File: config.mk
export PLATFORM = sky130hd
export DESIGN_NAME = cron_tick_scheduler
export DESIGN_NICKNAME = d
export VERILOG_FILES = /design/src/design/cts_pkg.sv /design/src/design/cron_tick_scheduler.sv /design/src/design/cts_front.sv /design/src/design/cts_back.sv /design/src/design/cts_out_queue.sv
export SDC_FILE = /design/constraint.sdc
export NUM_CORES = 2
export LEC_CHECK = 0
export BUFFER_PORTS_ARGS = -buffer_cell sky130_fd_sc_hd__clkbuf_2
export CAP_MARGIN = 20
export CORE_MARGIN = 2
export CORE_UTILIZATION = 40
export DETAILED_ROUTE_END_ITERATION = 12
export RECOVER_POWER = 50
export SLEW_MARGIN = 20
export SYNTH_ARGS = -nofsm -noshare
export SYNTH_HDL_FRONTEND = slang
export SYNTH_SLANG_ARGS = --single-unit
File: constraint.sdc
create_clock -name clk -period 14.57 [get_ports clk]
set_input_delay 1.457 -clock clk [delete_from_list [all_inputs] [get_ports clk]]
set_output_delay 1.457 -clock clk [all_outputs]
set_load 0.02 [all_outputs]
File: src/design/cts_pkg.sv
// Shared types and constants for the cron tick scheduler.
package cts_pkg;

  // Request type codes on the input channel.
  localparam logic REQ_LOAD = 1'b0;
  localparam logic REQ_TICK = 1'b1;

  // Command kinds after classification.
  localparam logic [1:0] CMD_LOAD = 2'd0;
  localparam logic [1:0] CMD_SKIP = 2'd1;
  localparam logic [1:0] CMD_TICK = 2'd2;

  // Configuration register map.
  localparam int unsigned  ADDR_W          = 3;
  localparam logic [0:0]   REG_ENTRY_COUNT = 1'b0;

  // Depth of the decoupling queues.
  localparam int unsigned QDEPTH = 2;
  localparam int unsigned QPTR_W = $clog2(QDEPTH);
  localparam int unsigned QCNT_W = $clog2(QDEPTH + 1);

  localparam logic [5:0]  STARTED_MAX = 6'h3F;
  localparam logic [15:0] RUNS_MAX    = 16'hFFFF;
  localparam logic [31:0] TOTAL_MAX   = 32'hFFFF_FFFF;

  // Time pattern (load) or current time (tick) plus run length.
  typedef struct packed {
    logic [6:0]  minute;
    logic [5:0]  hour;
    logic [5:0]  date;
    logic [4:0]  month;
    logic [3:0]  dow;
    logic [15:0] run;
  } sched_t;

  typedef struct packed {
    logic [1:0] kind;
    logic [4:0] idx;
    sched_t     data;
  } cmd_t;

  typedef struct packed {
    logic [15:0] rem;
    logic [15:0] runs;
  } dyn_t;

  typedef struct packed {
    logic [5:0]  started;
    logic [31:0] total;
    logic [5:0]  peak;
    logic [4:0]  champ_idx;
    logic [15:0] champ_runs;
  } res_t;

  // Handshake between the command queue and the sequencer.
  typedef struct packed {
    logic valid;
    cmd_t cmd;
  } cmd_beat_t;

endpackage

File: src/design/cron_tick_scheduler.sv
// Top level of the cron tick scheduler: config register, front, sequencer, result queue.
//
// Usage:
//   Input channel (push/full): each beat is a load (req_type 0) that writes one schedule
//   entry and clears its run state, or a tick (req_type 1) that carries the current time.
//   Result channel (empty/pop): exactly one result beat per input beat, in order.
//   Config port (APB style, pready always high): entry_count at byte address 0 sets how
//   many entries a tick walks and the champion scan covers; write it only while idle.
// Sequencing:
//   For each beat the sequencer takes the command (and writes the entry on a load), reads
//   n = min(entry_count, MAX_ENTRIES) entries from the entry memories, retires the last
//   entry and posts the result; it takes the next command only after posting the result.
//   The single read port of the entry memories sets the walk rate: one entry per cycle.
// Reset:
//   Clears both queues, the active flags and the valid bits of the run-state memory (so
//   remaining and run counts read as zero), the start total, the peak and entry_count.
// Stalls:
//   A two-deep command queue keeps accepting while the sequencer works; the sequencer
//   starts a command only when the result queue has room, so a stalled receiver holds
//   results in place and backs up into full on the input side.
module cron_tick_scheduler #(
  parameter int MAX_ENTRIES = 32
) (
  input  logic                       clk,
  input  logic                       rst_n,
  // input channel
  input  logic                       push,
  output logic                       full,
  input  logic                       in_req_type,
  input  logic [4:0]                 in_entry_index,
  input  logic signed [6:0]          in_minute,
  input  logic signed [5:0]          in_hour,
  input  logic signed [5:0]          in_date,
  input  logic signed [4:0]          in_month,
  input  logic signed [3:0]          in_day_of_week,
  input  logic [15:0]                in_run_minutes,
  // result channel
  output logic                       empty,
  input  logic                       pop,
  output logic [5:0]                 out_started_now,
  output logic [31:0]                out_total_starts,
  output logic [5:0]                 out_peak_started,
  output logic [4:0]                 out_champion_index,
  output logic [15:0]                out_champion_runs,
  // configuration port
  input  logic                       psel,
  input  logic                       penable,
  input  logic                       pwrite,
  input  logic [cts_pkg::ADDR_W-1:0] paddr,
  input  logic [31:0]                pwdata,
  output logic [31:0]                prdata,
  output logic                       pready
);
  import cts_pkg::*;

  localparam int CW = $clog2(MAX_ENTRIES + 1);

  logic [5:0]    entry_count_r, entry_count_nxt;
  logic [CW-1:0] live_n;
  logic          cfg_we;
  cmd_beat_t     cmd_beat;
  logic          cmd_take;
  logic          res_full;
  logic          res_push;
  res_t          res_new;
  res_t          res_head;

  // Register write lands on the access phase; address bits below the word are ignored.
  assign pready = 1'b1;
  assign cfg_we = psel && penable && pwrite && pready &&
                  (paddr[ADDR_W-1:2] == REG_ENTRY_COUNT);
  assign entry_count_nxt = cfg_we ? pwdata[5:0] : entry_count_r;

  always_comb begin
    if (paddr[ADDR_W-1:2] == REG_ENTRY_COUNT) begin
      prdata = {26'd0, entry_count_r};
    end else begin
      prdata = '0;
    end
  end

  always_ff @(posedge clk) begin
    if (!rst_n) begin
      entry_count_r <= '0;
    end else begin
      entry_count_r <= entry_count_nxt;
    end
  end

  // Clamp the walk length to the entries that exist.
  always_comb begin
    if (32'(entry_count_r) > MAX_ENTRIES) begin
      live_n = CW'(MAX_ENTRIES);
    end else begin
      live_n = CW'(entry_count_r);
    end
  end

  cts_front #(
    .MAX_ENTRIES(MAX_ENTRIES)
  ) u_front (
    .clk            (clk),
    .rst_n          (rst_n),
    .push           (push),
    .full           (full),
    .in_req_type    (in_req_type),
    .in_entry_index (in_entry_index),
    .in_minute      (in_minute),
    .in_hour        (in_hour),
    .in_date        (in_date),
    .in_month       (in_month),
    .in_day_of_week (in_day_of_week),
    .in_run_minutes (in_run_minutes),
    .cmd_out        (cmd_beat),
    .cmd_take       (cmd_take)
  );

  cts_back #(
    .MAX_ENTRIES(MAX_ENTRIES)
  ) u_back (
    .clk      (clk),
    .rst_n    (rst_n),
    .live_n   (live_n),
    .cmd_in   (cmd_beat),
    .cmd_take (cmd_take),
    .res_full (res_full),
    .res_push (res_push),
    .res_out  (res_new)
  );

  cts_out_queue u_out_queue (
    .clk      (clk),
    .rst_n    (rst_n),
    .res_push (res_push),
    .res_in   (res_new),
    .res_full (res_full),
    .empty    (empty),
    .pop      (pop),
    .res_head (res_head)
  );

  assign out_started_now    = res_head.started;
  assign out_total_starts   = res_head.total;
  assign out_peak_started   = res_head.peak;
  assign out_champion_index = res_head.champ_idx;
  assign out_champion_runs  = res_head.champ_runs;

endmodule

File: src/design/cts_front.sv
// Input side: accept beats, classify them and hold them in a short command queue.
module cts_front #(
  parameter int MAX_ENTRIES = 32
) (
  input  logic                clk,
  input  logic                rst_n,
  input  logic                push,
  output logic                full,
  input  logic                in_req_type,
  input  logic [4:0]          in_entry_index,
  input  logic signed [6:0]   in_minute,
  input  logic signed [5:0]   in_hour,
  input  logic signed [5:0]   in_date,
  input  logic signed [4:0]   in_month,
  input  logic signed [3:0]   in_day_of_week,
  input  logic [15:0]         in_run_minutes,
  output cts_pkg::cmd_beat_t  cmd_out,
  input  logic                cmd_take
);
  import cts_pkg::*;

  cmd_t              q_r [QDEPTH];
  logic [QPTR_W-1:0] wr_ptr_r, wr_ptr_nxt;
  logic [QPTR_W-1:0] rd_ptr_r, rd_ptr_nxt;
  logic [QCNT_W-1:0] cnt_r, cnt_nxt;
  cmd_t              cmd_new;
  logic              do_push, do_pop;

  // Classify: out-of-range loads only rescan the champion.
  always_comb begin
    cmd_new.idx         = in_entry_index;
    cmd_new.data.minute = in_minute;
    cmd_new.data.hour   = in_hour;
    cmd_new.data.date   = in_date;
    cmd_new.data.month  = in_month;
    cmd_new.data.dow    = in_day_of_week;
    cmd_new.data.run    = in_run_minutes;
    if (in_req_type == REQ_TICK) begin
      cmd_new.kind = CMD_TICK;
    end else if (32'(in_entry_index) < MAX_ENTRIES) begin
      cmd_new.kind = CMD_LOAD;
    end else begin
      cmd_new.kind = CMD_SKIP;
    end
  end

  assign full          = (cnt_r == QCNT_W'(QDEPTH));
  assign do_push       = push && !full;
  assign do_pop        = cmd_take && (cnt_r != '0);
  assign cmd_out.valid = (cnt_r != '0);
  assign cmd_out.cmd   = q_r[rd_ptr_r];

  always_comb begin
    wr_ptr_nxt = do_push ? QPTR_W'(wr_ptr_r + 1'b1) : wr_ptr_r;
    rd_ptr_nxt = do_pop ? QPTR_W'(rd_ptr_r + 1'b1) : rd_ptr_r;
    cnt_nxt    = cnt_r;
    if (do_push && !do_pop) begin
      cnt_nxt = QCNT_W'(cnt_r + 1'b1);
    end else if (do_pop && !do_push) begin
      cnt_nxt = QCNT_W'(cnt_r - 1'b1);
    end
  end

  always_ff @(posedge clk) begin
    if (!rst_n) begin
      wr_ptr_r <= '0;
      rd_ptr_r <= '0;
      cnt_r    <= '0;
    end else begin
      wr_ptr_r <= wr_ptr_nxt;
      rd_ptr_r <= rd_ptr_nxt;
      cnt_r    <= cnt_nxt;
    end
  end

  always_ff @(posedge clk) begin
    if (do_push) begin
      q_r[wr_ptr_r] <= cmd_new;
    end
  end

endmodule

File: src/design/cts_back.sv
// Sequencer: writes entries, walks them on ticks and tracks the champion.
module cts_back #(
  parameter int MAX_ENTRIES = 32,
  parameter int IW          = (MAX_ENTRIES > 1) ? $clog2(MAX_ENTRIES) : 1,
  parameter int CW          = $clog2(MAX_ENTRIES + 1)
) (
  input  logic               clk,
  input  logic               rst_n,
  input  logic [CW-1:0]      live_n,
  input  cts_pkg::cmd_beat_t cmd_in,
  output logic               cmd_take,
  input  logic               res_full,
  output logic               res_push,
  output cts_pkg::res_t      res_out
);
  import cts_pkg::*;

  localparam logic [1:0] ST_IDLE = 2'd0;
  localparam logic [1:0] ST_WALK = 2'd1;
  localparam logic [1:0] ST_DONE = 2'd2;

  logic [1:0]             st_r, st_nxt;
  cmd_t                   cur_r, cur_nxt;
  logic [CW-1:0]          rd_cnt_r, rd_cnt_nxt;
  logic                   s1_v_r, s1_v_nxt;
  logic [IW-1:0]          s1_idx_r, s1_idx_nxt;
  logic [MAX_ENTRIES-1:0] act_r, act_nxt;
  logic [MAX_ENTRIES-1:0] vld_r, vld_nxt;
  logic [5:0]             started_r, started_nxt;
  logic [31:0]            total_r, total_nxt;
  logic [5:0]             peak_r, peak_nxt;
  logic [IW-1:0]          best_idx_r, best_idx_nxt;
  logic [15:0]            best_runs_r, best_runs_nxt;

  sched_t sched_mem_r [MAX_ENTRIES];
  dyn_t   dyn_mem_r   [MAX_ENTRIES];
  sched_t sched_q_r;
  dyn_t   dyn_q_r;

  logic          rd_en;
  logic [IW-1:0] rd_addr;
  logic          ld_we;
  logic [IW-1:0] ld_addr;
  logic          dyn_we;
  dyn_t          dyn_wr;
  dyn_t          dyn_old;
  logic          act_old;
  logic          match;

  assign ld_addr = IW'(cmd_in.cmd.idx);
  assign rd_addr = rd_cnt_r[IW-1:0];
  assign dyn_old = vld_r[s1_idx_r] ? dyn_q_r : '0;
  assign act_old = act_r[s1_idx_r];

  always_comb begin
    match = ((sched_q_r.minute == cur_r.data.minute) || (&sched_q_r.minute)) &&
            ((sched_q_r.hour   == cur_r.data.hour)   || (&sched_q_r.hour))   &&
            ((sched_q_r.date   == cur_r.data.date)   || (&sched_q_r.date))   &&
            ((sched_q_r.month  == cur_r.data.month)  || (&sched_q_r.month))  &&
            ((sched_q_r.dow    == cur_r.data.dow)    || (&sched_q_r.dow));
  end

  always_comb begin
    st_nxt        = st_r;
    cur_nxt       = cur_r;
    rd_cnt_nxt    = rd_cnt_r;
    s1_v_nxt      = 1'b0;
    s1_idx_nxt    = s1_idx_r;
    act_nxt       = act_r;
    vld_nxt       = vld_r;
    started_nxt   = started_r;
    total_nxt     = total_r;
    peak_nxt      = peak_r;
    best_idx_nxt  = best_idx_r;
    best_runs_nxt = best_runs_r;
    cmd_take      = 1'b0;
    res_push      = 1'b0;
    rd_en         = 1'b0;
    ld_we         = 1'b0;
    dyn_we        = 1'b0;
    dyn_wr        = dyn_old;

    case (st_r)
      ST_IDLE: begin
        if (cmd_in.valid && !res_full) begin
          cmd_take      = 1'b1;
          cur_nxt       = cmd_in.cmd;
          rd_cnt_nxt    = '0;
          started_nxt   = '0;
          best_idx_nxt  = '0;
          best_runs_nxt = '0;
          st_nxt        = ST_WALK;
          if (cmd_in.cmd.kind == CMD_LOAD) begin
            ld_we            = 1'b1;
            act_nxt[ld_addr] = 1'b0;
            vld_nxt[ld_addr] = 1'b0;
          end
        end
      end
      ST_WALK: begin
        // Issue the next read while the previous entry is updated.
        if (rd_cnt_r < live_n) begin
          rd_en      = 1'b1;
          s1_v_nxt   = 1'b1;
          s1_idx_nxt = rd_addr;
          rd_cnt_nxt = CW'(rd_cnt_r + 1'b1);
        end else begin
          // The last entry, if any, retires in this cycle.
          st_nxt = ST_DONE;
        end
        if (s1_v_r) begin
          if (cur_r.kind == CMD_TICK) begin
            dyn_we            = 1'b1;
            vld_nxt[s1_idx_r] = 1'b1;
            if (!act_old && match) begin
              act_nxt[s1_idx_r] = 1'b1;
              dyn_wr.rem = (sched_q_r.run != '0) ? 16'(sched_q_r.run - 1'b1) : '0;
              if (dyn_old.runs != RUNS_MAX) begin
                dyn_wr.runs = 16'(dyn_old.runs + 1'b1);
              end
              if (total_r != TOTAL_MAX) begin
                total_nxt = 32'(total_r + 1'b1);
              end
              if (started_r != STARTED_MAX) begin
                started_nxt = 6'(started_r + 1'b1);
              end
            end else if (act_old && (dyn_old.rem == '0)) begin
              act_nxt[s1_idx_r] = 1'b0;
            end else if (act_old) begin
              dyn_wr.rem = 16'(dyn_old.rem - 1'b1);
            end
          end
          // Strict compare keeps the lowest index on a tie.
          if (dyn_wr.runs > best_runs_r) begin
            best_runs_nxt = dyn_wr.runs;
            best_idx_nxt  = s1_idx_r;
          end
        end
      end
      ST_DONE: begin
        res_push = 1'b1;
        if (started_r > peak_r) begin
          peak_nxt = started_r;
        end
        st_nxt = ST_IDLE;
      end
      default: begin
        st_nxt = ST_IDLE;
      end
    endcase
  end

  always_comb begin
    res_out.started    = started_r;
    res_out.total      = total_r;
    res_out.peak       = (started_r > peak_r) ? started_r : peak_r;
    res_out.champ_idx  = 5'(best_idx_r);
    res_out.champ_runs = best_runs_r;
  end

  always_ff @(posedge clk) begin
    if (!rst_n) begin
      st_r    <= ST_IDLE;
      s1_v_r  <= 1'b0;
      act_r   <= '0;
      vld_r   <= '0;
      total_r <= '0;
      peak_r  <= '0;
    end else begin
      st_r    <= st_nxt;
      s1_v_r  <= s1_v_nxt;
      act_r   <= act_nxt;
      vld_r   <= vld_nxt;
      total_r <= total_nxt;
      peak_r  <= peak_nxt;
    end
  end

  always_ff @(posedge clk) begin
    cur_r       <= cur_nxt;
    rd_cnt_r    <= rd_cnt_nxt;
    s1_idx_r    <= s1_idx_nxt;
    started_r   <= started_nxt;
    best_idx_r  <= best_idx_nxt;
    best_runs_r <= best_runs_nxt;
  end

  always_ff @(posedge clk) begin
    if (ld_we) begin
      sched_mem_r[ld_addr] <= cmd_in.cmd.data;
    end
    if (dyn_we) begin
      dyn_mem_r[s1_idx_r] <= dyn_wr;
    end
    if (rd_en) begin
      sched_q_r <= sched_mem_r[rd_addr];
      dyn_q_r   <= dyn_mem_r[rd_addr];
    end
  end

endmodule

File: src/design/cts_out_queue.sv
// Result queue: holds finished results until the receiver pops them.
module cts_out_queue (
  input  logic          clk,
  input  logic          rst_n,
  input  logic          res_push,
  input  cts_pkg::res_t res_in,
  output logic          res_full,
  output logic          empty,
  input  logic          pop,
  output cts_pkg::res_t res_head
);
  import cts_pkg::*;

  res_t              q_r [QDEPTH];
  logic [QPTR_W-1:0] wr_ptr_r, wr_ptr_nxt;
  logic [QPTR_W-1:0] rd_ptr_r, rd_ptr_nxt;
  logic [QCNT_W-1:0] cnt_r, cnt_nxt;
  logic              do_push, do_pop;

  assign res_full = (cnt_r == QCNT_W'(QDEPTH));
  assign empty    = (cnt_r == '0);
  assign do_push  = res_push && !res_full;
  assign do_pop   = pop && !empty;
  assign res_head = q_r[rd_ptr_r];

  always_comb begin
    wr_ptr_nxt = do_push ? QPTR_W'(wr_ptr_r + 1'b1) : wr_ptr_r;
    rd_ptr_nxt = do_pop ? QPTR_W'(rd_ptr_r + 1'b1) : rd_ptr_r;
    cnt_nxt    = cnt_r;
    if (do_push && !do_pop) begin
      cnt_nxt = QCNT_W'(cnt_r + 1'b1);
    end else if (do_pop && !do_push) begin
      cnt_nxt = QCNT_W'(cnt_r - 1'b1);
    end
  end

  always_ff @(posedge clk) begin
    if (!rst_n) begin
      wr_ptr_r <= '0;
      rd_ptr_r <= '0;
      cnt_r    <= '0;
    end else begin
      wr_ptr_r <= wr_ptr_nxt;
      rd_ptr_r <= rd_ptr_nxt;
      cnt_r    <= cnt_nxt;
    end
  end

  always_ff @(posedge clk) begin
    if (do_push) begin
      q_r[wr_ptr_r] <= res_in;
    end
  end

endmodule

# After elaboration in Yosys (flattened, before gate mapping)
# Memories as Yosys holds them, arrays and structs flattened. A register that Yosys moved wholly into a read port is not among the register bits.
# Index checks and enable logic that the tools add are counted.
[classes]
order_cmp = 8
bitwise_logic = 8
n_addsub = 14
reduce_logical = 56
muxes = 82
n_eq_ne = 23
[op_table]
columns = ["op", "count"]
rows = [
  ["$mux W32", 16],
  ["$mux W16", 9],
  ["$pmux W32 S2", 2],
  ["$and A32 B32 Y32", 3],
  ["$not A32 Y32", 2],
  ["$or A32 B32 Y32", 2],
  ["$mux W6", 9],
  ["$add A32 B1 Y32 const B", 1],
  ["$ne A32 B32 Y1 const B", 1],
  ["$pmux W16 S2", 1],
  ["$sub A16 B1 Y16 const B", 2],
  ["$mux W1", 27],
  ["$pmux W6 S2", 2],
  ["$reduce_and A6 Y1", 4],
  ["$logic_and A1 B1 Y1", 20],
  ["$add A16 B1 Y16 const B", 1],
  ["$gt A16 B16 Y1", 1],
  ["$logic_not A16 Y1", 1],
  ["$ne A16 B16 Y1 const B", 1],
  ["$ne A2 B1 Y1 const B", 8],
  ["$reduce_bool A16 Y1", 1],
  ["$mux W5", 3],
  ["$reduce_and A5 Y1", 3],
  ["$mux W2", 7],
  ["other kinds (31)", 64],
]
[word_totals]
inputBits = 92
wordCells = 219
ramBits = 2664
ff_bits = 187
out_inout_bits = 100
memories = 4
[memory_table]
columns = ["memory", "words", "width", "read_ports", "rd_ports_with_merged_regs", "write_ports", "line_no", "source"]
rows = [
  ["u_back.sched_mem_r", 32, 44, 1, 1, 1, "cts_back.sv:35", "sched_t sched_mem_r [MAX_ENTRIES];"],
  ["u_back.dyn_mem_r", 32, 32, 1, 1, 1, "cts_back.sv:36", "dyn_t dyn_mem_r [MAX_ENTRIES];"],
  ["u_out_queue.q_r", 2, 65, 1, 1, 1, "cts_out_queue.sv:14", "res_t q_r [QDEPTH];"],
  ["u_front.q_r", 2, 51, 1, 1, 1, "cts_front.sv:22", "cmd_t q_r [QDEPTH];"],
]

# Logic depth before layout (Yosys ltp)
[depth]
depth_word = 15
ltp_mapped = 27
depth_no_buf = 24

# By module
# Synthesis repeated with hierarchy kept, for this count alone.
[hier_totals]
hier_cells = 5504
hier_area_um2 = 115380.7
[modules_own_cells]
columns = ["mod", "n_inst", "area_each_um2", "cells_per_inst", "seq_area_each_um2"]
rows = [
  ["cts_back", 1, 106073.0, 5026, 79456.2],
  ["cts_out_queue", 1, 4917.2, 227, 4003.8],
  ["cts_front", 1, 3842.4, 183, 3103.0],
  ["cron_tick_scheduler", 1, 548.0, 68, 120.1],
]

# Worst setup path before layout
# Ideal clock, no wire load.
[synth_path]
path_type = "flip-flop to flip-flop"
from = "reg u_back.rd_cnt_r[0]"
to = "reg u_back.rd_cnt_r[0] (enable)"
setup_time_ns = 0.328
arrival_time_ns = 8.551
period_less_slack_ns = 8.879
path_stages_with_launch = 10
n_path_buf = 1
path_slack_ns = 5.691
t_required_ns = 14.242
path_cell_list = "edfxtp_1 clkbuf_1 or3b_2 a21o_1 a21oi_1 nor2b_1 o21ai_0 nand2b_1 a211oi_1 or2_2"
[synth_via]
elab_chain_len = 3
[synth_rtl]
columns = ["element", "line_no", "source"]
rows = [
  ["start, declared", "cts_back.sv:24", "logic [CW-1:0] rd_cnt_r, rd_cnt_nxt;"],
  ["start signal, assigned", "cts_back.sv:181", "rd_cnt_r <= rd_cnt_nxt;"],
  ["$lt A6 B6 Y1", "cts_back.sv:102", "if (rd_cnt_r < live_n) begin"],
  ["$ne A2 B1 Y1 (no source line)", "n/a", ""],
  ["$reduce_and A3 Y1 (no source line)", "n/a", ""],
]
# No other way between the ends.
# A chain may end at the register's enable or synchronous reset.

# Final worst setup path
[layout_path]
from = "reg u_back.rd_cnt_r[2]"
to = "reg, netlist name u_back.sched_q_r[5]"
[layout_via]
elab_chain_len = 3
[layout_rtl]
columns = ["element", "line_no", "source"]
rows = [
  ["$lt A6 B6 Y1", "cts_back.sv:102", ""],
  ["$mux W1", "cts_back.sv:102", ""],
  ["$mux W1", "cts_back.sv:83", "case (st_r)"],
]
# Parallel ways exist; a longest one is shown, timed or not.

==> impl_metrics.ini <==
[run_status]
status = complete, but fails checks
violations = max-capacitance violations, max-slew violations

[pwr]
vdd_drop_max_mv = 0.189
power_frac_comb_pct = 25.2
powerDensity_mw_per_mm2 = 183
switching_share_pct = 27.8
p_int_w = 0.0172
pwr-share-seq_pct = 43.3
power.switching_w = 0.00664
power.leakage_nw = 39.6
clock_power_share_pct = 31.5

[worst_setup_path]
r2r_cells = 6
ff2ff_setup_slack_ps = 5340
crit_type = register to register
arrival_ps = 9790
startpoint_type = register
r2r-start = u_back.rd_cnt_r[2]$_SDFFCE_PN0P_
reg2reg_to = u_back.sched_q_r[5]$_DFFE_PP_
cp_max_fo = 59
critPathCaptureType = register
critPathRequiredTime_ps = 15130

[cts]
clk_path_buf_depth = 4
cts_setup_buffers = 0
cts_resized = 0
cts_made_buffers = 299
cts_sinks = 2926
cts-root-buf = clkbuf_16
cts_tree = done
insertion_delay_ps = 880
hold_buffers = 0
cts_max_level = 5
clkTransAtPathRegs_ps = 60

[sta]
slew_headroom_pct = -363
finalHoldViolations = 0
fin_skew_ps = 60.1
finalCritPeriodShare_pct = 63.3
setup_ws_ps = 5340
worst_hold_slack_ps = 445
fin_crit_ps = 9230
drv_slew = 1721
finalSetupViolCount = 0
clock.fmax_mhz = 108
tightest_slew_ps = 6950
finalSetupTns_ps = 0
rsz0062_at_grt = no

[place]
io_buffers = 136
preCtsSetupSlack_ps = 6860
place_inst = 9248
gp_congestion = 0.810
dpl.hpwl_mm = 145

[floorplan]
dieArea_mm2 = 0.292
die_w_um = 540
rows = 196
floorplan.core_area_mm2 = 0.285
initial_core_util_pct = 40.3
pin_count = 192
die_height_um = 540

[global_routing]
grt.overflow.total = 0
grt_use_total_pct = 19.5
grt_pass1_wl_mm = 411
antenna_found_initial = 6
grt_max_degree = 143
grt_pass1_vias = 57149

[final_layout]
layoutNonFillerInstCount = 9790
nNetsFinal = 5914
drive_gt1_share_pct = 26.9
area_growth_syn_to_layout_pct = 13.2

[min_path]
min_delay_path_depth = 0
hold_class = register to register
hp-start = u_back.best_idx_r[3]$_SDFFCE_PN0P_
min_to = u_out_queue.q_r[0][19]$_DFFE_PP_

[detailed_routing]
dr_wl_met3_mm = 18.2
drt_iter0_markers = 6817
drt_wl_total_mm = 288
wl_per_cell_um = 29.4
viasPerCell = 5.79
drtPass1Iterations = 8
highest_layer = met5
route.vias.total = 56645
drt-met1-wl_mm = 120
met2_length_mm = 143
drtAntennaViolNets = 0
drc = 0

[yosys]
ys_seq_area_share_pct = 75.4
synth-edff-count = 2805
netlist_area_mm2 = 0.115
avgSynthCellArea_um2 = 21.0
ys_warn_count = 0
synth-seq-cells = 2926
syn_inst = 5488
synth.distinct_cells = 82
synthFlopType = edfxtp_1
ys_async_sr_fraction_pct = 0

[flow_run]
cap_violations = 49
==> how the worst max path moves through the flow <==
stage / start / end / slack (ps) / depth (start not counted)
after floorplan: u_back.rd_cnt_r[0]$_SDFFCE_PN0P_ / u_back.rd_cnt_r[0]$_SDFFCE_PN0P_ / 5690 / 9
after global placement: u_back.s1_idx_r[3]$_DFFE_PP_ / u_back.best_runs_r[3]$_SDFFCE_PN0P_ / 6820 / 26
after CTS: u_back.s1_idx_r[2]$_DFFE_PP_ / u_back.best_runs_r[0]$_SDFFCE_PN0P_ / 6820 / 26
after global routing: u_back.rd_cnt_r[2]$_SDFFCE_PN0P_ / u_back.sched_q_r[5]$_DFFE_PP_ / 4610 / 6
final: u_back.rd_cnt_r[2]$_SDFFCE_PN0P_ / u_back.sched_q_r[5]$_DFFE_PP_ / 5340 / 6
after detailed placement: u_back.s1_idx_r[2]$_DFFE_PP_ / u_back.best_runs_r[3]$_SDFFCE_PN0P_ / 6860 / 26
==> power by group through the flow <==
| stage | logic [W] | registers, W | clock network (W) |
|---|---|---|---|
| 2_1_floorplan | 0.00438 | 0.0104 | 0 |
| 3_3_place_gp | 0.00604 | 0.0105 | 0 |
| 3_5_place_dp | 0.00609 | 0.0105 | 0 |
| 4_1_cts | 0.00612 | 0.0103 | 0.00765 |
| 5_1_grt | 0.00644 | 0.0104 | 0.00797 |
| 6_report | 0.00602 | 0.0103 | 0.00751 |
==> kinds of logic (layout without fill, tap and decap cells) <==
| kind of cell | Yosys count | in the layout | share of synthesized area (%) |
|---|---|---|---|
| mux | 1011 | 1011 | 17.3 |
| xor+xnor | 83 | 83 | 0.632 |
| fa+ha+maj | 35 | 35 | 0.381 |
| buf+inv | 394 | 904 | 1.44 |
| simple gates | 685 | 685 | 2.97 |
| compound gates | 352 | 352 | 1.93 |
| other cells | 2 | 32 | 0.00653 |
| flops | 2926 | 2926 | 75.4 |
==> cell type report <==
| type | instances | area [um2] |
|---|---|---|
| clock buffer | 388 | 8110 |
| antenna | 5 | 12.5 |
| tap | 3762 | 4710 |
| sequential | 2926 | 86700 |
| timing repair buffer | 302 | 1770 |
| multi-input combinational | 2193 | 27300 |
| clock inverter | 149 | 1390 |
| inverter | 65 | 244 |
| fill | 23846 | 155000 |
==> worst max-delay path, stage by stage (launching register included) <==
cell and delay, ps:
edfxtp_1 320, clkbuf_1 4780, buf_4 1240, buf_4 670
buf_4 830, mux4_2 610, mux2_2 360
==> registers in the layout (all words and copies together) (netlist names), 2 cells and up, named ones only <==
| register | flops |
|---|---|
| u_back.dyn_mem_r | 1024 |
| u_back.rd_cnt_r | 6 |
| u_back.peak_r | 6 |
| u_out_queue.cnt_r | 2 |
| u_back.cur_r | 29 |
| u_back.total_r | 32 |
| u_out_queue.q_r | 130 |
| u_back.best_runs_r | 16 |
| u_back.st_r | 2 |
| u_back.sched_mem_r | 1408 |
| u_back.vld_r | 32 |
| u_front.q_r | 100 |
| u_back.dyn_q_r | 32 |
| entry_count_r | 6 |
| u_back.best_idx_r | 5 |
| u_front.cnt_r | 2 |
| u_back.started_r | 6 |
| u_back.sched_q_r | 44 |
| u_back.s1_idx_r | 5 |
==> metrics by stage <==
stage,total power [W],util (%),instance area (um2)
5_1_grt,0.0248,45.6,130000
4_1_cts,0.0241,45.7,130000
6_report,0.0239,45.6,130000
2_1_floorplan,0.0148,-,115000
3_3_place_gp,0.0165,42.4,121000
3_5_place_dp,0.0166,42.4,121000
==> layout by cell type (no fill, tap or decap), drive strengths merged, types with 14 or more instances in the layout <==
cell / count
ha: 35
xnor2: 56
nand2b: 25
nor4: 43
clkinv: 116
and3: 14
o22ai: 22
edfxtp: 2805
nand2: 162
nand3: 26
conb: 27
nand4b: 16
mux2: 189
dfxtp: 121
and2: 14
mux4: 760
nor2b: 17
mux2i: 62
o221ai: 19
o21ai: 118
clkbuf: 571
or3: 24
nor2: 196
bufinv: 25
buf: 119
nand4: 27
a21oi: 112
nor3: 80
inv: 71
xor2: 27
==> synth_stat cells (all sizes together), types with 4 or more instances <==
master | n | share of area (%)
and2 | 14 | 0.076
o21ai | 118 | 0.51
a31oi | 6 | 0.046
nand2b | 25 | 0.14
mux2i | 62 | 0.54
nor3 | 80 | 0.35
or3 | 24 | 0.13
nor2b | 17 | 0.092
a22oi | 8 | 0.052
nand3 | 26 | 0.11
clkbuf | 200 | 0.65
nor3b | 5 | 0.033
inv | 65 | 0.21
a21oi | 112 | 0.49
nand4b | 16 | 0.12
a2111oi | 8 | 0.065
buf | 129 | 0.58
dfxtp | 121 | 2.1
nand3b | 6 | 0.050
and4 | 7 | 0.053
or4 | 6 | 0.039
xnor2 | 56 | 0.43
nand2 | 162 | 0.53
or2 | 7 | 0.038
and3 | 14 | 0.076
o211ai | 4 | 0.038
or3b | 4 | 0.030
xor2 | 27 | 0.21
o22ai | 22 | 0.12
nor2 | 196 | 0.64
edfxtp | 2805 | 73
o31ai | 4 | 0.026
nor4 | 43 | 0.25
mux2 | 189 | 1.9
nor4b | 4 | 0.030
o21a | 7 | 0.046
mux4 | 760 | 15
nand4 | 27 | 0.15
ha | 35 | 0.38
a21o | 8 | 0.052
o221ai | 19 | 0.20
==> per-layer routing <==
metal  global-route usage [%]  vias up
li1                         -    23356
met1                     27.1    30793
met2                     32.3     2080
met3                     2.76      412
met4                     4.87        4
met5                        0        -
Note: power is estimated with default switching activity, not from simulation.
